$ cat src/rtl/rbnh_pkg.sv
// Package for the ray/box nearest-hit block: item types, codes and the
// controller/datapath command and status structs. No dependencies.
package rbnh_pkg;

  localparam int MAX_BOXES_DEF = 256;
  localparam int FRAC_BITS_DEF = 16;
  localparam int COORD_W       = 32;
  localparam int DIST_W        = 31;
  localparam int BOX_W         = 6 * COORD_W;

  // Operation codes of an input item.
  typedef enum logic [1:0] {
    OP_CLEAR  = 2'd0,
    OP_APPEND = 2'd1,
    OP_CAST   = 2'd2,
    OP_NONE   = 2'd3
  } op_t;

  // Hit kinds and normal axes.
  localparam logic [1:0] HIT_NONE   = 2'd0;
  localparam logic [1:0] HIT_GROUND = 2'd1;
  localparam logic [1:0] HIT_BOX    = 2'd2;
  localparam logic [1:0] AXIS_X     = 2'd0;
  localparam logic [1:0] AXIS_Y     = 2'd1;
  localparam logic [1:0] AXIS_Z     = 2'd2;

  // Divider operand select: box slab steps use 0..5, the ground plane this one.
  localparam logic [2:0] SEL_GROUND = 3'd6;
  localparam logic [2:0] SEL_LAST   = 3'd5;
  localparam logic [2:0] SEL_Z_AXIS = 3'd2;

  typedef struct packed {
    logic [1:0]          operation;
    logic signed [31:0]  first_x;
    logic signed [31:0]  first_y;
    logic signed [31:0]  first_z;
    logic signed [31:0]  second_x;
    logic signed [31:0]  second_y;
    logic signed [31:0]  second_z;
    logic [DIST_W-1:0]   limit_distance;
  } in_item_t;

  typedef struct packed {
    logic                status;
    logic [1:0]          hit_kind;
    logic [7:0]          box_index;
    logic [DIST_W-1:0]   hit_distance;
    logic signed [31:0]  point_x;
    logic signed [31:0]  point_y;
    logic signed [31:0]  point_z;
    logic [1:0]          normal_axis;
    logic                normal_positive;
  } out_item_t;

  // One stored box: minimum corner and maximum corner, x at index 0.
  typedef struct packed {
    logic [2:0][COORD_W-1:0] lo;
    logic [2:0][COORD_W-1:0] hi;
  } box_t;

  typedef enum logic [3:0] {
    ST_IDLE,
    ST_DISPATCH,
    ST_GND_GO,
    ST_GND_WAIT,
    ST_BOX_CHK,
    ST_DIV_GO,
    ST_DIV_WAIT,
    ST_BOX_EVAL,
    ST_MUL,
    ST_ACC,
    ST_DONE
  } state_t;

  typedef struct packed {
    logic       accept;
    logic       clear;
    logic       append;
    logic       init_query;
    logic       ram_read;
    logic       div_start;
    logic [2:0] div_sel;
    logic       div_capture;
    logic       gnd_capture;
    logic       box_eval;
    logic       mul_go;
    logic       acc_capture;
    logic       load_out;
  } cmd_t;

  typedef struct packed {
    op_t  op;
    logic box_left;
    logic dir_y_nz;
    logic div_done;
    logic hit_any;
    logic out_free;
  } stat_t;

  // Clamp a wide signed value to the signed 32-bit range.
  function automatic logic signed [31:0] sat32(input logic signed [64:0] v);
    logic signed [31:0] r;
    if (v > 65'sh0_7FFF_FFFF) begin
      r = 32'sh7FFF_FFFF;
    end else if (v < -65'sh0_8000_0000) begin
      r = 32'sh8000_0000;
    end else begin
      r = v[31:0];
    end
    return r;
  endfunction

endpackage

$ cat src/rtl/rbnh_ctrl.sv
// Controller state machine: sequences the ground test, the slab divisions of
// each box, the hit point and the result load. Depends on rbnh_pkg.
module rbnh_ctrl (
  input  logic            clk,
  input  logic            rst_n,
  input  logic            in_valid,
  output logic            in_stall,
  input  rbnh_pkg::stat_t stat,
  output rbnh_pkg::cmd_t  cmd
);

  rbnh_pkg::state_t state_r;
  rbnh_pkg::state_t state_nxt;
  logic [2:0]       step_r;
  logic [2:0]       step_nxt;

  // State and step registers.
  always_ff @(posedge clk) begin
    if (!rst_n) begin
      state_r <= rbnh_pkg::ST_IDLE;
      step_r  <= '0;
    end else begin
      state_r <= state_nxt;
      step_r  <= step_nxt;
    end
  end

  // Next state and commands.
  always_comb begin
    state_nxt   = state_r;
    step_nxt    = step_r;
    cmd         = '0;
    cmd.div_sel = step_r;
    in_stall    = 1'b1;
    case (state_r)
      rbnh_pkg::ST_IDLE: begin
        in_stall = 1'b0;
        if (in_valid) begin
          cmd.accept = 1'b1;
          state_nxt  = rbnh_pkg::ST_DISPATCH;
        end
      end
      rbnh_pkg::ST_DISPATCH: begin
        case (stat.op)
          rbnh_pkg::OP_CLEAR: begin
            cmd.clear = 1'b1;
            state_nxt = rbnh_pkg::ST_DONE;
          end
          rbnh_pkg::OP_APPEND: begin
            cmd.append = 1'b1;
            state_nxt  = rbnh_pkg::ST_DONE;
          end
          rbnh_pkg::OP_CAST: begin
            cmd.init_query = 1'b1;
            state_nxt = stat.dir_y_nz ? rbnh_pkg::ST_GND_GO : rbnh_pkg::ST_BOX_CHK;
          end
          default: begin
            state_nxt = rbnh_pkg::ST_DONE;
          end
        endcase
      end
      rbnh_pkg::ST_GND_GO: begin
        cmd.div_sel   = rbnh_pkg::SEL_GROUND;
        cmd.div_start = 1'b1;
        state_nxt     = rbnh_pkg::ST_GND_WAIT;
      end
      rbnh_pkg::ST_GND_WAIT: begin
        cmd.div_sel = rbnh_pkg::SEL_GROUND;
        if (stat.div_done) begin
          cmd.gnd_capture = 1'b1;
          state_nxt       = rbnh_pkg::ST_BOX_CHK;
        end
      end
      rbnh_pkg::ST_BOX_CHK: begin
        step_nxt = '0;
        if (stat.box_left) begin
          cmd.ram_read = 1'b1;
          state_nxt    = rbnh_pkg::ST_DIV_GO;
        end else if (stat.hit_any) begin
          state_nxt = rbnh_pkg::ST_MUL;
        end else begin
          state_nxt = rbnh_pkg::ST_DONE;
        end
      end
      rbnh_pkg::ST_DIV_GO: begin
        cmd.div_start = 1'b1;
        state_nxt     = rbnh_pkg::ST_DIV_WAIT;
      end
      rbnh_pkg::ST_DIV_WAIT: begin
        if (stat.div_done) begin
          cmd.div_capture = 1'b1;
          if (step_r == rbnh_pkg::SEL_LAST) begin
            state_nxt = rbnh_pkg::ST_BOX_EVAL;
          end else begin
            step_nxt  = step_r + 1'b1;
            state_nxt = rbnh_pkg::ST_DIV_GO;
          end
        end
      end
      rbnh_pkg::ST_BOX_EVAL: begin
        cmd.box_eval = 1'b1;
        state_nxt    = rbnh_pkg::ST_BOX_CHK;
      end
      rbnh_pkg::ST_MUL: begin
        cmd.mul_go = 1'b1;
        state_nxt  = rbnh_pkg::ST_ACC;
      end
      rbnh_pkg::ST_ACC: begin
        cmd.acc_capture = 1'b1;
        if (step_r == rbnh_pkg::SEL_Z_AXIS) begin
          state_nxt = rbnh_pkg::ST_DONE;
        end else begin
          step_nxt  = step_r + 1'b1;
          state_nxt = rbnh_pkg::ST_MUL;
        end
      end
      rbnh_pkg::ST_DONE: begin
        if (stat.out_free) begin
          cmd.load_out = 1'b1;
          state_nxt    = rbnh_pkg::ST_IDLE;
        end
      end
      default: begin
        state_nxt = rbnh_pkg::ST_IDLE;
      end
    endcase
  end

endmodule

$ cat config.mk
export PLATFORM = sky130hd
export DESIGN_NAME = rbnh_ctrl
export DESIGN_NICKNAME = d
export VERILOG_FILES = /design/src/rtl/rbnh_pkg.sv /design/src/rtl/rbnh_ctrl.sv
export SDC_FILE = /design/constraint.sdc
export NUM_CORES = 1
export LEC_CHECK = 0
export ABC_CLOCK_PERIOD_IN_PS = 2190
export BUFFER_PORTS_ARGS = -buffer_cell sky130_fd_sc_hd__buf_2
export CAP_MARGIN = 25
export CORE_MARGIN = 2
export CORE_UTILIZATION = 40
export DETAILED_ROUTE_END_ITERATION = 6
export PLACE_DENSITY_LB_ADDON = 0.15
export SYNTH_ARGS = -nofsm -noshare
export SYNTH_HDL_FRONTEND = slang
export SYNTH_SLANG_ARGS = --single-unit
$ cat constraint.sdc
create_clock -name clk -period 2.19 [get_ports clk]
set_input_delay 0.3285 -clock clk [delete_from_list [all_inputs] [get_ports clk]]
set_output_delay 0.3285 -clock clk [all_outputs]
set_load 0.02 [all_outputs]
==> results of run 1 <==
==> power groups by stage <==
stage / clock, mW / sequential [mW] / combinational, mW
after detailed placement: 0 / 0.240 / 0.659
after floorplan: 0 / 0.199 / 0.507
after CTS: 0.127 / 0.236 / 0.660
after global placement: 0 / 0.239 / 0.658
after global routing: 0.135 / 0.250 / 0.728
final: 0.121 / 0.243 / 0.663
==> cells by family (layout without fill, tap and decap cells) <==
logic type | after synthesis | after routing
simple gates | 49 | 49
compound gates | 21 | 21
buf+inv | 11 | 40
flops | 7 | 7
fa+ha+maj | 3 | 3
mux | 1 | 1
==> what timing repair did <==
item / CTS / global route
endpoints found under the setup margin: 0 / 4
resized for setup: 0 / 2
hold buffers: 0 / 0
hold endpoints to repair: 0 / 0
setup buffers: 0 / 0
==> layout make-up <==
class	count	area (sq um)
clock buffers	4	26.3
fillers	181	797
inverters	5	18.8
multi-input cells	74	514
flip-flops and latches	7	141
well taps	17	21.3
repair buffers	31	170
==> worst max-delay path: cells and delay by family (launching register included) <==
family          cells  cell delay, ps
simple gates        1             470
buf+inv             2             430
flops               1             410
compound gates      1             210
==> flip-flops by register name, indices dropped and copies added (netlist names) <==
signal / flops
state_r: 4
step_r: 3
==> worst paths after layout <==
| kind | start | endpoint | slack [ps] | cells after the start |
|---|---|---|---|---|
| hold reg to reg | step_r[2] | step_r[2] | 520 | 2 |
| setup / recovery | state_r[2] | cmd[9] | 90 | 4 |
| hold / removal | rst_n | state_r[3] | 400 | 2 |
| setup reg to reg | state_r[2] | state_r[1] | 260 | 5 |
==> placed cells by master (no fill, tap or decap), types with 2 or more instances in the layout <==
cell type	netlist	final
a21oi_1	4	4
clkbuf_4	0	3
nor4b_1	2	2
buf_4	1	6
nor2b_1	4	4
or4_1	2	2
nor3b_1	3	3
o22ai_1	2	2
nand3_1	2	2
or2_2	2	2
and2_1	2	2
dfxtp_1	7	6
o22a_1	2	2
and3_1	2	2
nor3_1	6	6
ha_1	3	3
nand2_1	5	5
inv_1	5	5
buf_2	0	25
o21ai_0	3	3
nor2_1	9	9
==> metal layers <==
metal / wire (um) / part of all wire
met5: 0 / 0
met1: 843 / 0.47
met2: 858 / 0.47
met4: 0 / 0
met3: 107 / 0.059
==> stage by stage <==
| stage | utilization | hold slack, ps | setup WS, ps |
|---|---|---|---|
| floorplan | - | 456 | 140 |
| global route | 0.528 | 397 | 14.9 |
| detailed placement | 0.510 | 505 | 294 |
| finish | 0.528 | 400 | 88.3 |
| global placement | 0.510 | 513 | 303 |
| CTS | 0.525 | 392 | 12.9 |
==> metrics.yaml, run 1 <==
outcome:
  status: "finished, final reports clean"
sta:
  fin_setup_tns_ps: 0
  fmax_ghz: 0.476
  hold_viol: 0
  maxSlewHeadroom: 0.577
  period_share: 0.960
  setup_viol: 0
  finClkSkew_ps: 0.912
  rsz0062_at_grt: "no"
  fin_crit_ps: 2100
  tightest_slew_ps: 630
  drv_slew: 0
power:
  clockPowerShare: 0.118
  ir_worst_vdd_mv: 0.586
  sequentialPowerShare: 0.236
  leakagePower_nw: 0.433
  powerDensity_nw_per_um2: 1150
  report.power.total_mw: 1.03
  p_int_mw: 0.533
  p_sw_mw: 0.494
  pwr-share-comb: 0.646
  swShare: 0.481
logic_synthesis:
  synthFlopType: "dfxtp_1"
  synth.area.mux_share: 0.0142
  syn_area_sq_um: 703
  syn-num-nets: 105
  synth-xor-area-share: 0
  syn_area_per_cell_sq_um: 7.64
  syn_inst: 92
  synth_edf_count: 0
  synthAdderAreaFrac: 0.0534
  synthMostInstantiatedCell: "nor2_1"
  synth_top_area_share: 0.199
  synthSimpleGateAreaFrac: 0.432
  synth_area_leaders: "dfxtp_1, ha_1, nor2_1"
  ys_warn_count: 0
  synth_compound_area_frac: 0.226
  synth_async_sr_flop_share: 0
  synthDistinctLibCells: 41
  synth_common_cells: "nor2_1, dfxtp_1, nor3_1"
  seq_area_frac_synth: 0.199
  synth_top_family_by_area: "simple AND/OR/NAND/NOR gates"
  synth-seq-cells: 7
  synth_top_area_cell: "dfxtp_1"
floorplan:
  pin_count: 26
  std_cell_rows: 15
  core_area_sq_um: 1690
  initial_core_util: 0.416
  die_y_um: 45.9
  die_w_um: 45.9
  dieArea_sq_um: 2110
worst_setup_path:
  worst-path-max-fanout: 12
  critical_path.startpoint_type: "flip-flop"
  slowest_stage: "or3b_2"
  crit_path_end_kind: "output pin"
  arrival_ps: 1770
  path_class: "reg -> out"
  path_cells: "buf_4, or3b_2, a21oi_1, buf_2"
  cp.required_ps: 1860
  max_stage_delay_ps: 470
placed_design:
  dpl.cell_count: 134
  dp_hpwl_um: 1420
  port_buffers: 25
  dpl_cell_area_sq_um: 861
  gp_congestion: 0.777
grt:
  track_usage: 0.188
  grt_pass1_vias: 687
  grt_first_pass_wirelength_um: 2830
  met3_usage: 0.0595
  busiest_layer: "met2"
  grt_max_degree: 13
  antenna_found_initial: 0
  grt.met2_usage: 0.322
  grt_use_met1: 0.238
  gr-total-overflow: 0
layout:
  fin_area_sq_um: 892
  drive_gt1_frac: 0.355
  stdcell_count: 138
  num-nets-final: 135
  insertedDiodeCount: 0
  area_delta_synth_final_pct: 26.9
detailed_routing:
  routed_wl_um: 1810
  drc: 0
  avgRoutedWirePerCell_um: 13.1
  initialDrtViolationCount: 12
  via_per_inst: 5.81
  vias: 802
  ant_nets: 0
  first_pass_iters: 4
cts:
  clockRootBuffer: "clkbuf_4"
  clk_pin_slew_ps: 50
  clk_path_buf_depth: 2
  cts_tree: "built"
  htreeDepth: 1
  clk_latency_ps: 250
  cts_sinks: 7
  cts_buffers: 3
job:
  maxCapViolations: 0
min_path:
  hold_class: "in -> reg"
No activity file was read; power rests on OpenSTA's default activity.
==> inputs of run 2 (changes only) <==
Settings changed: ABC_AREA set to 1, CORE_ASPECT_RATIO set to 1.2.
==> metrics.yaml, run 2 <==
placed_design:
  port_buffers: 25
  dp_slack_ps: 738
  dp_hpwl_um: 1400
  dpl_cell_area_sq_um: 838
  gp_congestion: 0.823
  dpl.cell_count: 157
logic_synthesis:
  synth_async_sr_flop_share: 0
  synth_top_area_share: 0.200
  synth_area_leaders: "dfxtp_1, nand2_1, inv_1"
  synthFlopType: "dfxtp_1"
  syn_area_per_cell_sq_um: 6.10
  synth_edf_count: 0
  synth_common_cells: "nand2_1, inv_1, nor2_1"
  synthDistinctLibCells: 23
  synth-seq-cells: 7
  syn_area_sq_um: 702
  synth_top_area_cell: "dfxtp_1"
  syn_inst: 115
  syn-num-nets: 128
  seq_area_frac_synth: 0.200
  synthMostInstantiatedCell: "nand2_1"
  ys_warn_count: 0
sta:
  fin_setup_tns_ps: 0
  finClkSkew_ps: 4.11
  setup_viol: 0
  tightest_slew_ps: 305
  hold_viol: 0
  fmax_ghz: 0.588
  rsz0062_at_grt: "no"
  period_share: 0.777
  maxSlewHeadroom: 0.796
  fin_crit_ps: 1700
  drv_slew: 0
  fin_ws_ps: 488
detailed_routing:
  initialDrtViolationCount: 10
  ant_nets: 0
  routed_wl_um: 1580
  via_per_inst: 4.84
  vias: 779
  drc: 0
  first_pass_iters: 4
  avgRoutedWirePerCell_um: 9.81
min_path:
  hold_class: "in -> reg"
worst_setup_path:
  cp.required_ps: 1860
  arrival_ps: 1370
  path_cells: "nor2_2, nand2_2, nor3_1, buf_2"
  crit_path_end_kind: "output pin"
  critical_path.startpoint_type: "flip-flop"
  max_stage_delay_ps: 380
  path_class: "reg -> out"
  crit_family: "simple AND/OR/NAND/NOR gates"
  path_buf_inv: 1
  worst-path-max-fanout: 7
  slowest_stage: "dfxtp_1"
grt:
  grt_pass1_vias: 702
  antenna_found_initial: 0
  grt_first_pass_wirelength_um: 2760
  grt_max_degree: 10
  gr-total-overflow: 0
  track_usage: 0.165
power:
  leakagePower_nw: 0.493
  sequentialPowerShare: 0.244
  powerDensity_nw_per_um2: 1080
  p_int_mw: 0.423
  clockPowerShare: 0.118
  swShare: 0.548
  p_sw_mw: 0.514
  ir_worst_vdd_mv: 0.483
  pwr-share-comb: 0.639
layout:
  stdcell_count: 161
  reg_top3: "state_r x4, step_r x3"
  final_cell_mix: "nand2_1, buf_2, inv_1"
  fin_util: 0.527
  largest_reg_flops: 4
  final_common_cell: "nand2_1"
  top_register: "state_r"
  fin_area_sq_um: 865
  num-nets-final: 157
  area_delta_synth_final_pct: 23.2
  drive_gt1_frac: 0.350
  insertedDiodeCount: 0
floorplan:
  core_area_sq_um: 1640
  die_w_um: 42.2
  dieArea_sq_um: 2110
  std_cell_rows: 16
  die_y_um: 49.9
  initial_core_util: 0.428
  pin_count: 26
cts:
  hold_buffers: 0
  cts_buffers: 3
  clockRootBuffer: "clkbuf_4"
  cts_sinks: 7
  ctsResizeCount: 0
  clk_latency_ps: 240
  clk_pin_slew_ps: 50
  postCtsSetupBuffers: 0
  htreeDepth: 1
  cts_tree: "built"
  clk_path_buf_depth: 2
outcome:
  status: "finished, final reports clean"
job:
  maxCapViolations: 0
==> run 2: cell count changes after synthesis, moves of 4 or more <==
cell | before | now
nand2_1 | 5 | 28
inv_1 | 5 | 14
inv_2 | 0 | 6
nor2_2 | 0 | 6
a21oi_1 | 4 | 8
clkbuf_1 | 4 | 0
nand2_2 | 0 | 4
nand3_1 | 2 | 6
nor2_1 | 9 | 13
nor2b_1 | 4 | 0
==> run 2: kinds of logic after synthesis <==
| kind of cell | after synthesis | share of synthesized area |
|---|---|---|
| compound gates | 13 | 0.119 |
| xor+xnor | 1 | 0.0125 |
| fa+ha+maj | 3 | 0.0535 |
| buf+inv | 21 | 0.123 |
| flops | 7 | 0.200 |
| simple gates | 70 | 0.492 |
==> run 2: cell type report <==
cell class	count	area [sq um]
Fill cell	184	777
Multi-Input combinational cell	87	475
Sequential cell	7	140
Timing Repair Buffer	25	125
Inverter	20	75.1
Clock buffer	4	26.3
Tap cell	18	22.5
==> run 2: power groups by stage <==
stage / logic [mW] / registers [mW] / clock network [mW]
after floorplan: 0.482 / 0.206 / 0
after CTS: 0.604 / 0.228 / 0.116
final: 0.598 / 0.228 / 0.110
after global routing: 0.668 / 0.233 / 0.121
after global placement: 0.598 / 0.229 / 0
after detailed placement: 0.603 / 0.231 / 0
==> run 2: metrics by stage <==
step / hold slack [ps] / power, mW
finish: 290 / 0.937
global route: 321 / 1.02
CTS: 285 / 0.949
detailed placement: 500 / 0.834
global placement: 498 / 0.827
floorplan: 426 / 0.688
==> run 2: path summary, 6_finish.rpt <==
check | from | end | slack [ps] | cells after the start
worst min register to register | step_r[0] | step_r[0] | 500 | 2
worst max-delay path | state_r[2] | cmd[12] | 490 | 4
worst min-delay path | rst_n | state_r[3] | 290 | 3
worst max register to register | state_r[2] | step_r[1] | 840 | 7
==> run 2: worst reg2reg max path, stage by stage (launching register included) <==
cell     delay (ps)
dfxtp_1         470
inv_2            90
nor2_4          160
nand2_2         120
nand3_2         110
nand3_2          90
o21ai_1         140
nor2_1           50
==> run 2: routing by layer <==
metal  up-vias  routed length, um  global-route usage
met2        16                777               0.279
met5         -                  0                   0
met3         2                 59              0.0220
met4         0                 12              0.0625
met1       339                730               0.210
li1        422                  -                   -
